==> src/rtl/tfpm_pkg.sv <==
// types and constants of the thruster force to pwm map
// no dependencies
`timescale 1ns / 1ps
package tfpm_pkg;

   localparam int TABLE_DEPTH = 256;
   localparam int LANES       = 4;
   localparam int IDX_W       = $clog2(TABLE_DEPTH);
   localparam int LANE_W      = (LANES > 1) ? $clog2(LANES) : 1;
   localparam int PROD_W      = 34;
   localparam int DVS_W       = 17;

   localparam logic KIND_LOAD  = 1'b0;
   localparam logic KIND_DRIVE = 1'b1;

   localparam logic [2:0] REG_LANE_SOURCE  = 3'd0;
   localparam logic [2:0] REG_LANE_REVERSE = 3'd1;
   localparam logic [2:0] REG_PWM_OFFSETS  = 3'd2;
   localparam logic [2:0] REG_PWM_MINIMUMS = 3'd3;
   localparam logic [2:0] REG_PWM_MAXIMUMS = 3'd4;
   localparam logic [2:0] REG_ENTRIES      = 3'd5;

   typedef struct packed {
      logic               kind;
      logic [7:0]         entry_index;
      logic signed [15:0] entry_force;
      logic signed [15:0] entry_pwm;
      logic signed [15:0] force_0;
      logic signed [15:0] force_1;
      logic signed [15:0] force_2;
      logic signed [15:0] force_3;
   } req_type;

   typedef struct packed {
      logic signed [15:0] pwm_0;
      logic signed [15:0] pwm_1;
      logic signed [15:0] pwm_2;
      logic signed [15:0] pwm_3;
   } rsp_type;

   typedef struct packed {
      logic              start;
      logic [PROD_W-1:0] dividend;
      logic [DVS_W-1:0]  divisor;
   } div_req_type;

   typedef struct packed {
      logic              done;
      logic [PROD_W-1:0] quotient;
   } div_rsp_type;

endpackage

==> src/rtl/tfpm_div.sv <==
// restoring unsigned divider, one quotient bit per cycle
// depends on tfpm_pkg
`timescale 1ns / 1ps
module tfpm_div
   import tfpm_pkg::*;
(
   input  logic        clock,
   input  logic        reset,
   input  div_req_type div_req,
   output div_rsp_type div_rsp
);

   localparam int CNT_W = $clog2(PROD_W + 1);

   logic [PROD_W-1:0] quot_ff, quot_in;
   logic [DVS_W-1:0]  rem_ff, rem_in;
   logic [DVS_W-1:0]  dvs_ff, dvs_in;
   logic [CNT_W-1:0]  cnt_ff, cnt_in;
   logic              busy_ff, busy_in;
   logic              done_ff, done_in;
   logic [DVS_W:0]    rem_sh;

   always_comb begin
      quot_in = quot_ff;
      rem_in  = rem_ff;
      dvs_in  = dvs_ff;
      cnt_in  = cnt_ff;
      busy_in = busy_ff;
      done_in = 1'b0;
      rem_sh  = {rem_ff, quot_ff[PROD_W-1]};
      if (div_req.start) begin
         quot_in = div_req.dividend;
         rem_in  = '0;
         dvs_in  = div_req.divisor;
         cnt_in  = CNT_W'(PROD_W);
         busy_in = 1'b1;
      end else if (busy_ff) begin
         if (rem_sh >= {1'b0, dvs_ff}) begin
            rem_in  = DVS_W'(rem_sh - {1'b0, dvs_ff});
            quot_in = {quot_ff[PROD_W-2:0], 1'b1};
         end else begin
            rem_in  = rem_sh[DVS_W-1:0];
            quot_in = {quot_ff[PROD_W-2:0], 1'b0};
         end
         cnt_in = cnt_ff - 1'b1;
         if (cnt_ff == CNT_W'(1)) begin
            busy_in = 1'b0;
            done_in = 1'b1;
         end
      end
   end

   always_ff @(posedge clock) begin
      if (reset) begin
         busy_ff <= 1'b0;
         done_ff <= 1'b0;
         cnt_ff  <= '0;
      end else begin
         busy_ff <= busy_in;
         done_ff <= done_in;
         cnt_ff  <= cnt_in;
      end
      quot_ff <= quot_in;
      rem_ff  <= rem_in;
      dvs_ff  <= dvs_in;
   end

   assign div_rsp.done     = done_ff;
   assign div_rsp.quotient = quot_ff;

endmodule

==> config.mk <==
export PLATFORM = sky130hd
export DESIGN_NAME = tfpm_div
export DESIGN_NICKNAME = d
export VERILOG_FILES = /design/src/rtl/tfpm_pkg.sv /design/src/rtl/tfpm_div.sv
export SDC_FILE = /design/constraint.sdc
export NUM_CORES = 1
export LEC_CHECK = 0
export BUFFER_PORTS_ARGS = -buffer_cell sky130_fd_sc_hd__buf_2
export CORE_ASPECT_RATIO = 0.5
export CORE_MARGIN = 1
export CORE_UTILIZATION = 35
export DETAILED_ROUTE_END_ITERATION = 8
export PLACE_DENSITY_LB_ADDON = 0.08
export SLEW_MARGIN = 20
export SYNTH_ARGS = -nofsm -noshare
export SYNTH_HDL_FRONTEND = slang
export SYNTH_SLANG_ARGS = --single-unit
==> constraint.sdc <==
create_clock -name clock -period 3.35 [get_ports clock]
set_input_delay 0.1675 -clock clock [delete_from_list [all_inputs] [get_ports clock]]
set_output_delay 0.1675 -clock clock [all_outputs]
set_load 0.005 [all_outputs]
==> impl_metrics.ini, run 1 <==
[route]
ant_nets = 0
routed_via_density = 5.13
drt_iter0_markers = 180
vias = 3077
first_pass_iters = 9
wire_per_inst_um = 15.5
wl_mm = 9.27
drc = 4

[clock_network]
cts.path.max_buffers = 2
post_cts_buffers = 0
numCtsBuffers = 9
numClockSinks = 76
cts-htree-levels = 3
cts_root_buffer = clkbuf_16
tritoncts = done
cts.repair.resized = 0
clkTransAtPathRegs_ps = 60
clkLatencyLatePin_ps = 330

[global_routing]
grt.total_usage = 0.166
grt_pass1_vias = 3026
grt_pass1_wl_mm = 15.1
grt_antenna_before_repair = 1
overflow = 0
grt_max_degree = 42

[cells_and_area]
nFillCells = 969
mostFrequentLayoutCells = buf_2 (88), edfxtp_1 (51), mux2_2 (34)
final_nets = 528
drive_gt1_frac = 0.325
stdcell_area_mm2 = 0.00494
multi_input_area_mm2 = 0.00175
final_common_cell = buf_2
area_growth_pct = 25.1
regArea_mm2 = 0.00203

[floorplan]
num_rows = 26
initial_core_util = 0.374
die_h_um = 77.2
dieArea_mm2 = 0.0118
die_w_um = 152
num_io_pins = 89
core_area_mm2 = 0.0106

[power]
power_uw = 2440
cellPowerDensity_mw_per_mm2 = 494
cellLeakagePower_uw = 0.00206
ir_worst_vdd_uv = 187

[outcome]
violations = DRC
status = finished with violations

[synth]
ys_ff_latch = 76
synth_edf_count = 51
synth.distinct_cells = 49
ys_seq_area_frac = 0.514
ys.flop_type = edfxtp_1
yosysWarningCount = 0
synthCells = 355
synth_area_mm2 = 0.00395
avgSynthCellArea_um2 = 11.1
async_flop_share = 0
syn_nets = 429

[setup_path]
path_class = reg2reg
worstPathArrival_ps = 2910
critPathRequiredTime_ps = 3590
cpPeakStageDelay_ps = 400
crit_chain = inv_1, ha_1, inv_1, fa_1, a21o_1, a221o_1, o211ai_2, a22o_4, nand2_1, a311oi_1
cpMostUsedCell = inv_1
startpoint_type = flip-flop
slowest_stage = edfxtp_1
cp_top_family = compound AO/OA/AOI/OAI gates
crit_fanout = 24
end_kind = flip-flop
rrSetupSlack_ps = 680
path_buf_inv = 2

[placement]
gp_congestion = 0.926
io_buffers = 88
dpl_cell_area_mm2 = 0.00453
dp_hpwl_mm = 6.63

[sta]
max_freq_mhz = 374
hold_ws_ps = 12.0
slew_violations = 0
clock-skew-final_ps = 5.58
min_period_over_period = 0.798
setup_viol = 0
tns_ps = 0
rsz0062_at_grt = false
hold_viol = 0
fin_crit_ps = 2670
worst_pin_slew_ps = 705
slew_headroom = 0.518

[run]
maxCapViolCount = 0

[hold_path]
hp-class = in2reg
-- cells by family after synthesis --
logic type	Yosys count	synth area share
AO/OA/AOI/OAI	76	0.136
XOR/XNOR	16	0.0354
adder cells (fa/ha/maj)	20	0.0652
buffers and inverters	41	0.0427
flip-flops	76	0.514
multiplexers	34	0.0968
AND/OR/NAND/NOR	92	0.110
-- final cells by class --
type	instances	area share
flip-flops and latches	76	0.411
repair buffers	105	0.121
multi-input cells	238	0.355
diodes	1	0.000506
clock buffers	10	0.0463
clock inverters	6	0.0132
well taps	140	0.0354
inverters	24	0.0182
-- repair_timing --
action	4_1_cts	5_1_grt
endpoints found under the hold margin	8	4
hold buffers	8	4
setup endpoints to repair	0	0
-- flip-flops by register name, summed over array words and instances, names as in the netlist --
| signal | count |
|---|---|
| busy_ff | 1 |
| cnt_ff | 6 |
| done_ff | 1 |
| dvs_ff | 17 |
| quot_ff | 34 |
| rem_ff | 17 |
-- worst register-to-register path, stage by stage (launching register included) --
cell and delay (ps):
edfxtp_1 400, inv_1 80, ha_1 150, inv_1 60
fa_1 390, a21o_1 220, a221o_1 330, o211ai_2 260
a22o_4 320, nand2_1 90, a311oi_1 270
-- report_power, final --
part	switching, uW	internal [uW]	leakage (uW)
logic	188	174	0.00120
clock network	375	576	0.000142
registers	40.9	1090	0.000713
total	604	1840	0.00206
-- metal layers --
layer / global-route usage / vias to the layer above / share of wire
li1: - / 1516 / -
met3: 0.0667 / 11 / 0.099
met1: 0.216 / 1432 / 0.45
met4: 0.0551 / 0 / 0.013
met2: 0.250 / 118 / 0.43
met5: 0 / - / 0
-- stage by stage --
step,utilization,std cells,setup slack [ps]
2_1_floorplan,-,355,880
3_3_place_gp,0.428,571,781
3_5_place_dp,0.428,571,666
4_1_cts,0.464,595,646
5_1_grt,0.467,599,480
6_report,0.468,600,678
-- worst paths after layout --
path	startpoint	to	cells past startpoint
setup reg to reg	quot_ff[33]$_DFFE_PP_	rem_ff[6]$_SDFFE_PP0P_	10
hold reg to reg	rem_ff[16]$_SDFFE_PP0P_	rem_ff[16]$_SDFFE_PP0P_	2
hold / removal	div_req[5]	dvs_ff[5]$_DFFE_PP_	1
setup / recovery	quot_ff[33]$_DFFE_PP_	rem_ff[6]$_SDFFE_PP0P_	10
-- synth_stat cells, types with 2 or more instances --
master	number	area share
a21o_1	6	0.011
nand2_1	24	0.023
o21ai_1	2	0.0025
nor2_1	27	0.026
a21oi_1	16	0.020
nand3_1	16	0.020
nor4b_1	2	0.0044
or2_2	2	0.0032
o211ai_1	2	0.0038
dfxtp_1	25	0.13
a311oi_1	4	0.0089
nor2b_1	2	0.0032
ha_1	19	0.060
buf_1	4	0.0038
a211oi_1	3	0.0057
buf_4	3	0.0057
nor3_1	6	0.0076
o311ai_0	3	0.0066
o21ai_0	12	0.015
edfxtp_1	51	0.39
a32oi_1	8	0.018
nand4_1	2	0.0032
nand2b_1	3	0.0047
xnor2_1	12	0.027
xor2_1	4	0.0089
or3_1	3	0.0047
clkbuf_1	7	0.0066
and3_1	2	0.0032
o31ai_1	3	0.0057
mux2_2	34	0.097
a31oi_1	5	0.0079
inv_1	24	0.023
buf_2	3	0.0038
No activity file was read; power rests on OpenSTA's default activity.
==> inputs of run 2 (changes only) <==
Clock period 3.35 ns to 2.55 ns, I/O delays scaled along.
==> run 2 against run 1 <==
Net effect:
- the run still ends with DRC left
- register-to-register slack worse by 660 ps
- first-iteration DRC count up 8.9%
- via count up 5.0%
- critical path type unchanged
- critical endpoint is now quot_ff[0]$_DFFE_PP_
- highest routed layer unchanged
==> impl_metrics.ini, run 2 (same netlist as run 1, synthesis figures left out) <==
[power]
power_uw = 3310
cellLeakagePower_uw = 0.00218
pwr-share-seq = 0.448
p_int_uw = 2460
switchingPower_uw = 843
p_sw_frac = 0.255
clkPwrFrac = 0.391
ir_worst_vdd_uv = 346
comb_power_share = 0.161
cellPowerDensity_mw_per_mm2 = 629

[setup_path]
reg2reg_depth = 9
end_kind = flip-flop
critPathRequiredTime_ps = 2640
crit_cells = 9
cpPeakStageDelay_ps = 390
cp_top_family = compound AO/OA/AOI/OAI gates
path_buf_inv = 2
worstPathArrival_ps = 2620
slowest_stage = edfxtp_1
crit_fanout = 4
startpoint_type = flip-flop
path_class = reg2reg
crit_chain = inv_1, ha_2, inv_2, fa_2, a21o_1, a221o_1, o211ai_4, a22oi_2, mux2_2

[sta]
rsz0062_at_grt = true
fin_crit_ps = 2540
tns_ps = 0
clock-skew-final_ps = 5.96
max_freq_mhz = 394
worst_pin_slew_ps = 593
setup_viol = 0
hold_viol = 0
hold_ws_ps = 76.4
min_period_over_period = 0.995
slew_violations = 0
slew_headroom = 0.604

[hold_path]
hp-class = in2reg
holdPathStages = 2

[clock_network]
numClockSinks = 76
clkTransAtPathRegs_ps = 60
cts_root_buffer = clkbuf_16
cts.path.max_buffers = 2
tritoncts = done
cts-htree-levels = 3
numCtsBuffers = 9
clkLatencyLatePin_ps = 330

[floorplan]
num_rows = 26
die_h_um = 77.2
num_io_pins = 89
die_w_um = 152
core_area_mm2 = 0.0106
initial_core_util = 0.374
dieArea_mm2 = 0.0118

[route]
vias = 3231
drc = 2
ant_nets = 0
drt_iter0_markers = 196
routed_via_density = 5.14
wire_per_inst_um = 15.4
wl_mm = 9.65
first_pass_iters = 6

[cells_and_area]
top_register = quot_ff
stdcell_count = 628
final_common_cell = buf_2
drive_gt1_frac = 0.379
fin_util = 0.498
final_nets = 557
area_growth_pct = 33.1
reg_top3 = quot_ff (34), dvs_ff (17), rem_ff (17)
largest_reg_flops = 34
mostFrequentLayoutCells = buf_2 (88), edfxtp_1 (51), mux2_2 (34)
antenna_cells = 0

[global_routing]
grt_pass1_vias = 3200
overflow = 0
grt_antenna_before_repair = 0
grt_max_degree = 42
grt_pass1_wl_mm = 15.8
grt.total_usage = 0.171

[run]
maxCapViolCount = 0

[outcome]
violations = DRC
status = finished with violations

[placement]
gp_congestion = 0.893
placedCellCount = 586
io_buffers = 88
dp_hpwl_mm = 6.71
## run 2: cell types whose count changed in the layout (fill, tap and decap cells not counted), moves of 3 or more
cell           change
ha_2               +3
nand2_1            -3
buf_4             +20
nand2_2            +3
ha_1               -3
dlygate4sd3_1      +5
## run 2: metrics by stage
step,cell area (um^2),worst slack (ps)
detailed placement,4650,-59.0
global route,5260,-69.1
CTS,5140,11.6
global placement,4650,36.2
finish,5260,13.9
floorplan,3950,80.4
## run 2: final timing paths
path / to / slack (ps) / startpoint
max: quot_ff[0]$_DFFE_PP_ / 10 / quot_ff[33]$_DFFE_PP_
max reg2reg: quot_ff[0]$_DFFE_PP_ / 10 / quot_ff[33]$_DFFE_PP_
min: cnt_ff[1]$_SDFFE_PP0P_ / 80 / reset
min reg2reg: rem_ff[5]$_SDFFE_PP0P_ / 500 / rem_ff[4]$_SDFFE_PP0P_
## run 2: power by group through the flow
| stage | Combinational (uW) | Clock [uW] | Sequential, uW |
|---|---|---|---|
| 3_5_place_dp | 493 | 0 | 1510 |
| 2_1_floorplan | 288 | 0 | 1500 |
| 5_1_grt | 594 | 1390 | 1500 |
| 4_1_cts | 517 | 1330 | 1480 |
| 3_3_place_gp | 487 | 0 | 1500 |
| 6_report | 533 | 1290 | 1480 |
## run 2: final cells by class
| class | instances | area [um^2] |
|---|---|---|
| Fill cell | 957 | 5310 |
| Clock inverter | 6 | 71.3 |
| Timing Repair Buffer | 131 | 818 |
| Inverter | 24 | 90.1 |
| Tap cell | 140 | 175 |
| Clock buffer | 10 | 229 |
| Multi-Input combinational cell | 241 | 1850 |
| Sequential cell | 76 | 2030 |
## run 2: per-layer routing
layer  global-route usage  share of wire
met5                    0              0
met4               0.0459          0.013
met3               0.0667          0.077
met2                0.258           0.43
met1                0.228           0.48
## run 2: repair_timing
action / CTS / global route
gates cloned: 1 / 2
hold buffers: 17 / 0
gates resized for setup: 0 / 15
endpoints found under the hold margin: 17 / 0
pin swaps: 4 / 9
setup endpoints to repair: 5 / 17
setup buffers: 1 / 5
==> inputs of run 3 (changes only) <==
Settings changed: CORE_UTILIZATION 35 to 40.
==> run 3 against run 2 <==
Net effect:
- the flow finishes with violations (setup timing)
- first-iteration DRC count increased by 10%
- critical path depth increased by 2
- setup slack got worse by 74 ps
- flip-flop and latch count unchanged
- die area decreased by 12%
- sequential power about the same
- power decreased by 0.35%
- clock skew about the same
- register-to-register slack got worse by 70 ps
- critical endpoint is now rem_ff[7]$_SDFFE_PP0P_
- final cell count increased by 0.48%
- via count increased by 0.96%
- highest routed layer unchanged
- count of clock-buffer cells in the layout unchanged
==> impl_metrics.ini, run 3 (same netlist as run 1, synthesis figures left out) <==
[outcome]
status = finished with violations
violations = setup timing

[cells_and_area]
reg_top3 = quot_ff (34), dvs_ff (17), rem_ff (17)
final_common_cell = buf_2
antenna_cells = 0
largest_reg_flops = 34
area_growth_pct = 36.5
final_nets = 565
mostFrequentLayoutCells = buf_2 (88), edfxtp_1 (51), mux2_2 (34)
top_register = quot_ff
fin_util = 0.568
stdcell_count = 631
drive_gt1_frac = 0.401

[clock_network]
clkTransAtPathRegs_ps = 60
cts-htree-levels = 3
numClockSinks = 76
numCtsBuffers = 9
cts.path.max_buffers = 2
clkLatencyLatePin_ps = 330
tritoncts = done
cts_root_buffer = clkbuf_16

[floorplan]
dieArea_mm2 = 0.0103
die_h_um = 72.3
num_rows = 25
core_area_mm2 = 0.00951
die_w_um = 143
initial_core_util = 0.416
num_io_pins = 89

[route]
vias = 3262
drc = 0
routed_via_density = 5.17
first_pass_iters = 5
wl_mm = 9.77
drt_iter0_markers = 216
wire_per_inst_um = 15.5
ant_nets = 0

[power]
cellPowerDensity_mw_per_mm2 = 611
ir_worst_vdd_uv = 308
p_int_uw = 2470
cellLeakagePower_uw = 0.00225
p_sw_frac = 0.252
pwr-share-seq = 0.449
clkPwrFrac = 0.383
comb_power_share = 0.168
switchingPower_uw = 829

[sta]
slew_headroom = 0.619
worst_pin_slew_ps = 557
setup_ws_ps = -60.1
setup_viol = 7
fin_crit_ps = 2610
clock-skew-final_ps = 6.40
hold_viol = 0
min_period_over_period = 1.02
rsz0062_at_grt = true
slew_violations = 0
max_freq_mhz = 383

[setup_path]
crit_fanout = 4
end_kind = flip-flop
worstPathArrival_ps = 2850
startpoint_type = flip-flop
path_class = reg2reg
critPathRequiredTime_ps = 2790

[global_routing]
grt_max_degree = 46
grt_antenna_before_repair = 0
overflow = 0
grt_pass1_vias = 3117
grt_pass1_wl_mm = 15.3
grt.total_usage = 0.197

[placement]
gp_congestion = 0.867
dp_hpwl_mm = 6.64
placedCellCount = 584
io_buffers = 88

[run]
maxCapViolCount = 0

[hold_path]
hp-class = in2reg
-- run 3: final timing paths --
check / startpoint / slack, ps / cells after the start / endpoint
setup reg to reg: quot_ff[33]$_DFFE_PP_ / -60 / 11 / rem_ff[7]$_SDFFE_PP0P_
hold reg to reg: rem_ff[16]$_SDFFE_PP0P_ / 480 / 2 / rem_ff[16]$_SDFFE_PP0P_
hold / removal: reset / 70 / 2 / busy_ff$_SDFF_PP0_
setup / recovery: quot_ff[33]$_DFFE_PP_ / -60 / 11 / rem_ff[7]$_SDFFE_PP0P_
-- run 3: final cells by class --
cell class,instances,area [um^2]
Clock inverter,6,65.1
Timing Repair Buffer,141,933
Inverter,24,90.1
Multi-Input combinational cell,239,1880
Tap cell,135,169
Fill cell,854,4110
Clock buffer,10,229
Sequential cell,76,2030
-- run 3: worst max-delay path, cell delays in order (launching register included) --
cell      delay [ps]
edfxtp_1         380
inv_1             70
ha_2             180
inv_2             40
fa_2             330
a21o_1           200
a221o_1          390
o211ai_4         270
a22o_4           170
buf_4            150
nand2_1           70
a311oi_1         260
-- run 3: power by group through the flow --
stage / combinational, uW / clock, uW / sequential [uW]
finish: 554 / 1260 / 1480
detailed placement: 502 / 0 / 1500
global placement: 493 / 0 / 1500
global route: 607 / 1350 / 1490
floorplan: 288 / 0 / 1500
CTS: 526 / 1290 / 1480
-- run 3: what timing repair did --
action,CTS,global route
setup buffers,3,10
setup endpoints to repair,4,18
endpoints found under the hold margin,17,0
pin swaps,2,10
gates cloned,1,0
resized for setup,0,31
hold buffers,17,0
-- run 3: metrics by stage --
step | setup TNS, ps | power (uW) | cell area [um^2] | hold slack, ps | setup slack (ps)
finish | -240 | 3300 | 5400 | 69.0 | -60.1
global route | -1840 | 3450 | 5400 | 74.8 | -173
CTS | 0 | 3300 | 5180 | 54.1 | 4.82
detailed placement | -185 | 2010 | 4680 | 306 | -70.0
global placement | 0 | 1990 | 4680 | 303 | 52.1
floorplan | 0 | 1790 | 3950 | 226 | 80.4
-- run 3: routing by layer --
layer / part of all wire / track usage / wire length (um) / vias up
met5: 0 / 0 / 0 / -
met4: 0.019 / 0.0562 / 188 / 0
met3: 0.074 / 0.0739 / 723 / 14
met2: 0.43 / 0.300 / 4230 / 111
met1: 0.47 / 0.262 / 4620 / 1540
li1: - / - / - / 1597
